### src/sv/ffrw_pkg.sv
// Shared types and codes for the fair reader-writer lock manager.
package ffrw_pkg;

    localparam int FIELD_ID_W = 8;
    localparam int READER_W   = 9;

    localparam logic KIND_ACQUIRE = 1'b0;
    localparam logic KIND_RELEASE = 1'b1;

    localparam logic MODE_SHARED = 1'b0;
    localparam logic MODE_EXCL   = 1'b1;

    localparam logic [1:0] STATUS_GRANT    = 2'd0;
    localparam logic [1:0] STATUS_FULL     = 2'd1;
    localparam logic [1:0] STATUS_UNLOCKED = 2'd2;

    localparam logic [1:0] LOCK_FREE   = 2'd0;
    localparam logic [1:0] LOCK_SHARED = 2'd1;
    localparam logic [1:0] LOCK_EXCL   = 2'd2;

    localparam logic [READER_W-1:0] READER_MAX = 9'd511;

    typedef struct packed {
        logic                  kind;
        logic [FIELD_ID_W-1:0] requester_id;
        logic                  mode;
    } in_word_t;

    typedef struct packed {
        logic [1:0]            status;
        logic [FIELD_ID_W-1:0] granted_id;
        logic                  granted_mode;
        logic                  last;
    } out_word_t;

    typedef struct packed {
        logic      valid;
        out_word_t word;
    } push_t;

endpackage

### src/sv/ffrw_ram.sv
// Generic single-clock RAM, one write port, one registered read port.
module ffrw_ram #(
    parameter int WIDTH = 9,
    parameter int DEPTH = 16
) (
    input  logic                     aclk,
    input  logic                     wr_en,
    input  logic [$clog2(DEPTH)-1:0] wr_addr,
    input  logic [WIDTH-1:0]         wr_data,
    input  logic                     rd_en,
    input  logic [$clog2(DEPTH)-1:0] rd_addr,
    output logic [WIDTH-1:0]         rd_data
);

    logic [WIDTH-1:0] mem [DEPTH];

    always_ff @(posedge aclk) begin
        if (wr_en) begin
            mem[wr_addr] <= wr_data;
        end
        if (rd_en) begin
            rd_data <= mem[rd_addr];
        end
    end

endmodule

### src/sv/ffrw_out_reg.sv
// Result output register between the sequencer and the result channel.
module ffrw_out_reg
    import ffrw_pkg::*;
(
    input  logic      aclk,
    input  logic      aresetn,
    input  push_t     push,
    output logic      out_free,
    output logic      m_valid,
    input  logic      m_ready,
    output out_word_t m_data
);

    logic      valid_reg, valid_next;
    out_word_t data_reg;

    assign out_free = !valid_reg || m_ready;
    assign m_valid  = valid_reg;
    assign m_data   = data_reg;

    always_comb begin
        valid_next = valid_reg;
        if (push.valid) begin
            valid_next = 1'b1;
        end else if (m_ready) begin
            valid_next = 1'b0;
        end
    end

    always_ff @(posedge aclk) begin
        if (!aresetn) begin
            valid_reg <= 1'b0;
        end else begin
            valid_reg <= valid_next;
        end
    end

    always_ff @(posedge aclk) begin
        if (push.valid) begin
            data_reg <= push.word;
        end
    end

endmodule

### src/sv/ffrw_seq.sv
// Lock sequencer: queue pointers, lock state and grant run over the wait RAM.
module ffrw_seq
    import ffrw_pkg::*;
#(
    parameter int QUEUE_DEPTH = 16,
    parameter int ID_WIDTH    = 8,
    localparam int AW = $clog2(QUEUE_DEPTH),
    localparam int SW = (ID_WIDTH < FIELD_ID_W) ? ID_WIDTH : FIELD_ID_W,
    localparam int EW = SW + 1
) (
    input  logic          aclk,
    input  logic          aresetn,
    input  logic          s_valid,
    output logic          s_ready,
    input  in_word_t      s_data,
    input  logic          out_free,
    output push_t         push,
    output logic          wr_en,
    output logic [AW-1:0] wr_addr,
    output logic [EW-1:0] wr_data,
    output logic          rd_en,
    output logic [AW-1:0] rd_addr,
    input  logic [EW-1:0] rd_data
);

    localparam int CW = $clog2(QUEUE_DEPTH + 1);

    typedef enum logic [4:0] {
        ST_IDLE  = 5'b00001,
        ST_APPLY = 5'b00010,
        ST_READ  = 5'b00100,
        ST_EVAL  = 5'b01000,
        ST_FLUSH = 5'b10000
    } state_t;

    state_t                state_reg, state_next;
    in_word_t              in_reg, in_next;
    logic [AW-1:0]         head_reg, head_next;
    logic [CW-1:0]         count_reg, count_next;
    logic [1:0]            lock_reg, lock_next;
    logic [READER_W-1:0]   readers_reg, readers_next;
    logic                  pend_valid_reg, pend_valid_next;
    out_word_t             pend_reg, pend_next;

    logic [SW-1:0]         in_id;
    logic                  full;
    logic [AW:0]           tail_sum;
    logic [AW-1:0]         tail;
    logic [AW-1:0]         head_inc;
    logic                  ent_mode;
    logic [SW-1:0]         ent_id;
    logic                  can_grant;
    logic [READER_W-1:0]   readers_dec;

    assign in_id    = in_reg.requester_id[SW-1:0];
    assign full     = (count_reg == CW'(QUEUE_DEPTH));
    assign tail_sum = {1'b0, head_reg} + (AW+1)'(count_reg);
    assign tail     = (tail_sum >= (AW+1)'(QUEUE_DEPTH))
                    ? AW'(tail_sum - (AW+1)'(QUEUE_DEPTH)) : tail_sum[AW-1:0];
    assign head_inc = (head_reg == AW'(QUEUE_DEPTH - 1)) ? '0 : head_reg + 1'b1;
    assign ent_mode = rd_data[SW];
    assign ent_id   = rd_data[SW-1:0];
    assign can_grant = ent_mode ? (lock_reg == LOCK_FREE)
                                : (lock_reg == LOCK_FREE || lock_reg == LOCK_SHARED);
    assign readers_dec = (readers_reg != '0) ? readers_reg - 1'b1 : '0;

    assign s_ready = (state_reg == ST_IDLE);
    assign wr_addr = tail;
    assign wr_data = {in_reg.mode, in_id};
    assign rd_addr = head_reg;

    always_comb begin
        state_next      = state_reg;
        in_next         = in_reg;
        head_next       = head_reg;
        count_next      = count_reg;
        lock_next       = lock_reg;
        readers_next    = readers_reg;
        pend_valid_next = pend_valid_reg;
        pend_next       = pend_reg;
        push            = '0;
        wr_en           = 1'b0;
        rd_en           = 1'b0;

        unique case (state_reg)
            ST_IDLE: begin
                if (s_valid) begin
                    in_next    = s_data;
                    state_next = ST_APPLY;
                end
            end
            ST_APPLY: begin
                if (in_reg.kind == KIND_ACQUIRE) begin
                    if (full) begin
                        if (out_free) begin
                            push.valid             = 1'b1;
                            push.word.status       = STATUS_FULL;
                            push.word.granted_id   = FIELD_ID_W'(in_id);
                            push.word.granted_mode = in_reg.mode;
                            push.word.last         = 1'b1;
                            state_next             = ST_IDLE;
                        end
                    end else begin
                        wr_en      = 1'b1;
                        count_next = count_reg + 1'b1;
                        state_next = ST_READ;
                    end
                end else begin
                    if (lock_reg == LOCK_FREE) begin
                        if (out_free) begin
                            push.valid             = 1'b1;
                            push.word.status       = STATUS_UNLOCKED;
                            push.word.granted_id   = '0;
                            push.word.granted_mode = MODE_SHARED;
                            push.word.last         = 1'b1;
                            state_next             = ST_IDLE;
                        end
                    end else if (lock_reg == LOCK_SHARED) begin
                        readers_next = readers_dec;
                        if (readers_dec == '0) begin
                            lock_next = LOCK_FREE;
                        end
                        state_next = ST_READ;
                    end else begin
                        lock_next    = LOCK_FREE;
                        readers_next = '0;
                        state_next   = ST_READ;
                    end
                end
            end
            ST_READ: begin
                if (count_reg == '0) begin
                    state_next = ST_FLUSH;
                end else begin
                    rd_en      = 1'b1;
                    state_next = ST_EVAL;
                end
            end
            ST_EVAL: begin
                if (can_grant) begin
                    if (!pend_valid_reg || out_free) begin
                        if (pend_valid_reg) begin
                            push.valid = 1'b1;
                            push.word  = pend_reg;
                        end
                        pend_valid_next        = 1'b1;
                        pend_next.status       = STATUS_GRANT;
                        pend_next.granted_id   = FIELD_ID_W'(ent_id);
                        pend_next.granted_mode = ent_mode;
                        pend_next.last         = 1'b0;
                        if (ent_mode == MODE_EXCL) begin
                            lock_next = LOCK_EXCL;
                        end else begin
                            lock_next = LOCK_SHARED;
                            if (readers_reg != READER_MAX) begin
                                readers_next = readers_reg + 1'b1;
                            end
                        end
                        head_next  = head_inc;
                        count_next = count_reg - 1'b1;
                        state_next = ST_READ;
                    end
                end else begin
                    state_next = ST_FLUSH;
                end
            end
            ST_FLUSH: begin
                if (!pend_valid_reg) begin
                    state_next = ST_IDLE;
                end else if (out_free) begin
                    push.valid      = 1'b1;
                    push.word       = pend_reg;
                    push.word.last  = 1'b1;
                    pend_valid_next = 1'b0;
                    state_next      = ST_IDLE;
                end
            end
            default: begin
                state_next = ST_IDLE;
            end
        endcase
    end

    always_ff @(posedge aclk) begin
        if (!aresetn) begin
            state_reg      <= ST_IDLE;
            head_reg       <= '0;
            count_reg      <= '0;
            lock_reg       <= LOCK_FREE;
            readers_reg    <= '0;
            pend_valid_reg <= 1'b0;
        end else begin
            state_reg      <= state_next;
            head_reg       <= head_next;
            count_reg      <= count_next;
            lock_reg       <= lock_next;
            readers_reg    <= readers_next;
            pend_valid_reg <= pend_valid_next;
        end
    end

    always_ff @(posedge aclk) begin
        in_reg   <= in_next;
        pend_reg <= pend_next;
    end

endmodule

### src/sv/fifo_fair_reader_writer_lock.sv
// Top level of the fair reader-writer lock manager.
//
// Input channel (s_valid/s_ready/s_data) takes one event word: an acquire
// (requester id, shared or exclusive) or a release of one held lock.
// Acquires wait in a FIFO kept in a single-port-write RAM. After each event
// the head of the FIFO is granted while it can be: shared requests while the
// lock is not exclusive, an exclusive request only when the lock is free.
// Result channel (m_valid/m_ready/m_data) carries one word per grant; the
// final word of an event has last set. Queue-full rejects and releases while
// unlocked give a single status word; an event that grants nothing gives none.
// Steps with a ready receiver: an event passes through capture, update, one RAM
// read and one evaluate per grant and per blocked head, an empty check when
// the run empties the queue, and a flush; a reject or a release while
// unlocked ends after capture and update. The RAM read-evaluate loop sets
// the per-grant cost. One grant is held back until the next one (or the end
// of the run) decides its last flag.
// Reset (aresetn low, synchronous) empties the queue, frees the lock and
// clears the reader count. A stalled receiver holds the output register;
// the sequencer waits at its next push until the register frees.
module fifo_fair_reader_writer_lock
    import ffrw_pkg::*;
#(
    parameter int QUEUE_DEPTH = 16,
    parameter int ID_WIDTH    = 8
) (
    input  logic      aclk,
    input  logic      aresetn,
    input  logic      s_valid,
    output logic      s_ready,
    input  in_word_t  s_data,
    output logic      m_valid,
    input  logic      m_ready,
    output out_word_t m_data
);

    localparam int AW = $clog2(QUEUE_DEPTH);
    localparam int SW = (ID_WIDTH < FIELD_ID_W) ? ID_WIDTH : FIELD_ID_W;
    localparam int EW = SW + 1;

    push_t         push;
    logic          out_free;
    logic          wr_en;
    logic [AW-1:0] wr_addr;
    logic [EW-1:0] wr_data;
    logic          rd_en;
    logic [AW-1:0] rd_addr;
    logic [EW-1:0] rd_data;

    ffrw_seq #(
        .QUEUE_DEPTH (QUEUE_DEPTH),
        .ID_WIDTH    (ID_WIDTH)
    ) u_seq (
        .aclk     (aclk),
        .aresetn  (aresetn),
        .s_valid  (s_valid),
        .s_ready  (s_ready),
        .s_data   (s_data),
        .out_free (out_free),
        .push     (push),
        .wr_en    (wr_en),
        .wr_addr  (wr_addr),
        .wr_data  (wr_data),
        .rd_en    (rd_en),
        .rd_addr  (rd_addr),
        .rd_data  (rd_data)
    );

    ffrw_ram #(
        .WIDTH (EW),
        .DEPTH (QUEUE_DEPTH)
    ) u_wait_ram (
        .aclk    (aclk),
        .wr_en   (wr_en),
        .wr_addr (wr_addr),
        .wr_data (wr_data),
        .rd_en   (rd_en),
        .rd_addr (rd_addr),
        .rd_data (rd_data)
    );

    ffrw_out_reg u_out_reg (
        .aclk     (aclk),
        .aresetn  (aresetn),
        .push     (push),
        .out_free (out_free),
        .m_valid  (m_valid),
        .m_ready  (m_ready),
        .m_data   (m_data)
    );

endmodule

### config.mk
export PLATFORM = sky130hd
export DESIGN_NAME = fifo_fair_reader_writer_lock
export DESIGN_NICKNAME = d
export VERILOG_FILES = /design/src/sv/ffrw_pkg.sv /design/src/sv/ffrw_ram.sv /design/src/sv/ffrw_out_reg.sv /design/src/sv/ffrw_seq.sv /design/src/sv/fifo_fair_reader_writer_lock.sv
export SDC_FILE = /design/constraint.sdc
export NUM_CORES = 1
export LEC_CHECK = 0
export ABC_AREA = 0
export BUFFER_PORTS_ARGS = -buffer_cell sky130_fd_sc_hd__buf_2
export CORE_UTILIZATION = 55
export CTS_CLUSTER_DIAMETER = 30
export DETAILED_ROUTE_END_ITERATION = 10
export HOLD_SLACK_MARGIN = 0.05
export PLACE_DENSITY = 0.79
export SYNTH_ARGS = -nofsm -noshare
export SYNTH_HDL_FRONTEND = slang
export SYNTH_SLANG_ARGS = --single-unit
### constraint.sdc
create_clock -name aclk -period 2.3 [get_ports aclk]
set_input_delay 0.345 -clock aclk [delete_from_list [all_inputs] [get_ports aclk]]
set_output_delay 0.345 -clock aclk [all_outputs]
set_load 0.05 [all_outputs]
==> impl_results.md <==
- Fin. Hold Viols: 0
- Peak VDD IR: between 0.9 and 1 mV
- Largest reg by FF count: u_wait_ram.mem
- RSZ-0062 raised after global routing: true
- First-pass GRT wire length: around 32 mm
- Synth async-reset ratio: 0%
- TritonCTS Buffers: 38
- Via count of the first global-routing pass: between 5k and 6k
- Placed Area: 9570 sq um
- Syn Area/Cell: between 15 and 20 sq um
- Initial DRT Pass Iterations: 6
- Top post-synthesis cells by area: edfxtp_1 63%, mux4_2 12%, dfxtp_1 6.1%, nor2_1 1.6%, ha_1 1.4%
- Dpl ws: between 30 and 40 ps
- Routed via count: ~5.4k
- Number of max-cap violations: 0
- Detail Placement HPWL: 13.0 mm
- Worst path max stage delay: between 400 and 500 ps
- Post-synthesis sequential area ratio: 69.0%
- Crit. End Element: register
- Clk_skew: roughly 23 ps
- CP top delay family: adder cells
- Final-report max-slew violation count: 0
- Placer Congestion: approximately 0.9
- Main synth FF type: edfxtp_1
- Worst slew pin tran: roughly 940 ps
- Slew margin rel.: between 30% and 40%
- Startpoint Class: register
- Layout cell share with drive strength beyond 1: between 30% and 40%
- CP arrival: 2500 ps
- Flops & latches, synth: approximately 210
- Final Cycle Share: 100%
- # DRC: 0
- Initial antenna violation count: 0
- Post-synth EDFFs: ~180
- Int Power: between 8 and 9 mW
- Clk root buf: clkbuf_16
- Max reg flops: 144
- IO Pins: 28
- # rows: between 40 and 50
- Die width: approximately 130 um
- Reg power frac: 42.5%
- Syn Inst Count: approximately 520
- Switching Power: between 2 and 2.5 mW
- Initial drt markers: approximately 470
- Total track usage: a little over a quarter
- Combinational share of power: between 1.5 and 2%
- Chip height: 128 um
- CP max-delay cell: fa_1
- Clock share of power: between 50% and 60%
- Final worst setup slack: -0.593 ps
- Largest net degree at the start of global routing: 28
- Nets: 668
- CTS tree: yes
- Leak: about 3.9 nW
- Synthesis-to-layout area growth: 25.8%
- # diodes: 0
- Critical path type: register to register
- WL/cell: ~24 um
- Achievable Freq: between 400 and 500 MHz
- Buffers on Ports: 27
- Net Sw Frac: 20.1%
- H-tree levels: 2
- Worst-path fanout max: 9
- DR vias/cell: a little over 6
- Violated checks: negative setup slack
- Syn nets: between 500 and 600
- Clock sink count: around 210
- Worst path bufs/invs: 1
- Ordered cell list for the critical path: ha_1, fa_1, xor2_1, nand2_1, nor2_1, buf_4
- Grt ovf: 0
- Clk pin slew, worst setup/hold paths: around 50 ps
- Worst Hold Margin: around 120 ps
- Design Area, Final: about 11000 sq um
- CP required: between 2000 and 3000 ps
- Antenna Nets Post-Route: 0
- Core ar.: ~15000 sq um
- Pwr Density: 909 nW/um^2
- Outcome: finished with violations
- # setup viols final: 1
- Clock latency on the worst-skew pair: 510 ps
- Hold Crit Class: input pin to register
- Final min period: roughly 2300 ps
- Die Area: around 16000 sq um
- Total routed wirelength: 20.8 mm
- Maximum buffer depth of the clock tree: 3
- Warnings, synthesis: 0
- # fillers: 937
- Post-Syn Area: between 8000 and 9000 sq um
- Initial Util: between 50% and 60%
- Share of the synthesized area in the top cell type: roughly 63%
- Yosys top cell by area: edfxtp_1
- Yosys cell types: 60
-- stage by stage --
step / std cells / total power, mW / setup TNS, ps / util (%)
finish: 879 / 10.1 / -0.593 / 71.7
global route: 879 / 10.3 / -2920 / 71.7
CTS: 877 / 10.1 / -538 / 71.2
detailed placement: 801 / 4.49 / 0 / 62.0
global placement: 801 / 4.48 / 0 / 62.0
floorplan: 524 / 4.39 / -317 / -
-- worst register-to-register path, cell delays in order, from the launching register on --
cell     delay [ps]
dfxtp_2         360
ha_1            250
fa_1            470
xor2_1          330
nand2_1         210
nor2_1          160
buf_4           220
-- cells in the final DEF (no fill, tap or decap), types with 3 or more instances in the layout --
master	Yosys	layout
o2111a_1	3	3
mux4_2	45	45
o21ai_0	11	10
o21a_1	3	3
ha_1	10	9
nand2b_1	5	4
o211ai_1	3	3
or3_1	7	7
xnor2_1	7	7
nor2b_1	7	5
clkbuf_16	0	39
nand2_2	0	4
mux2i_1	6	6
edfxtp_1	184	184
a21o_1	3	3
clkinv_4	0	6
nand3_1	10	10
nor3_1	5	5
a31oi_1	4	4
a22o_1	9	9
xor2_1	5	5
inv_6	0	4
nand2_1	22	18
clkinv_1	2	7
dfxtp_1	27	24
clkinv_2	0	3
buf_6	0	8
dfxtp_2	0	3
and3_1	11	11
nand4_1	3	3
a21oi_1	21	20
bufinv_16	0	6
buf_4	0	50
buf_2	4	27
dlygate4sd3_1	0	10
inv_1	12	12
nor2_2	0	6
nor2_1	37	31
o32ai_1	4	4
-- final timing paths --
check	start	endpoint	slack (ps)	cells past startpoint
hold reg to reg	u_wait_ram.rd_data[3]$_DFFE_PP_	u_seq.pend_reg[5]$_DFFE_PP_	420	0
setup / recovery	u_seq.rd_addr[0]$_SDFFE_PN0P_	u_wait_ram.mem[15][2]$_DFFE_PP_	-0.6	6
hold / removal	s_valid	u_seq.state_reg[1]$_SDFFE_PN0P_	120	3
setup reg to reg	u_seq.rd_addr[0]$_SDFFE_PN0P_	u_wait_ram.mem[15][2]$_DFFE_PP_	-0.6	6
-- area by class of cell --
| cell class | instances | area, sq um | area share, % |
|---|---|---|---|
| Tap cell | 211 | 264 | 2.39 |
| Inverter | 14 | 52.6 | 0.475 |
| Multi-Input combinational cell | 281 | 2660 | 24.1 |
| Clock buffer | 40 | 980 | 8.85 |
| Timing Repair Buffer | 96 | 721 | 6.51 |
| Sequential cell | 211 | 6070 | 54.9 |
| Clock inverter | 26 | 317 | 2.86 |
-- Yosys cell counts (all sizes together), types with 2 or more instances --
master / n
o21ai: 11
clkbuf: 10
nand3b: 2
nand2: 22
a31o: 2
o32ai: 4
a21o: 3
nor3b: 2
o21a: 3
nor2: 38
a21oi: 21
o211ai: 3
dfxtp: 27
a31oi: 5
a211oi: 3
nor2b: 7
clkinv: 2
a2111oi: 2
o211a: 2
fa: 2
nor3: 7
nand3: 10
ha: 10
mux2i: 6
and2: 2
buf: 8
a32o: 2
o2111a: 3
xor2: 5
nor4: 2
inv: 12
or2: 3
edfxtp: 184
nand2b: 5
or3: 7
or4: 2
a22o: 9
and3: 11
mux4: 45
nand4: 3
xnor2: 7
-- power by group through the flow --
stage / clock, mW / sequential [mW] / combinational, mW
floorplan: 0 / 4.32 / 0.0737
CTS: 5.69 / 4.27 / 0.160
global placement: 0 / 4.34 / 0.142
detailed placement: 0 / 4.35 / 0.146
global route: 5.84 / 4.28 / 0.179
finish: 5.62 / 4.28 / 0.165
-- logic make-up (layout without fill, tap and decap cells) --
family	after synthesis	in the layout	synth area share, %
flops	211	211	69.0
simple gates	124	124	7.34
compound gates	82	82	6.96
mux	51	51	12.2
buf+inv	32	176	1.42
fa+ha+maj	12	12	1.88
xor+xnor	12	12	1.20
-- metal layers --
layer | wire length (um) | vias up | track usage (%)
li1 | - | 2356 | -
met1 | 8130 | 2691 | 33.2
met2 | 10200 | 268 | 43.1
met3 | 1560 | 67 | 6.03
met4 | 927 | 0 | 14.0
met5 | 0 | - | 0
-- what timing repair did --
item / in CTS / in global routing
endpoints found under the hold margin: 10 / 0
pin swaps: 0 / 1
gates resized for setup: 5 / 20
buffers inserted: 0 / 2
gates cloned: 0 / 0
hold buffers: 10 / 0
setup endpoints to repair: 72 / 141
Note: power is estimated with default switching activity, not from simulation.
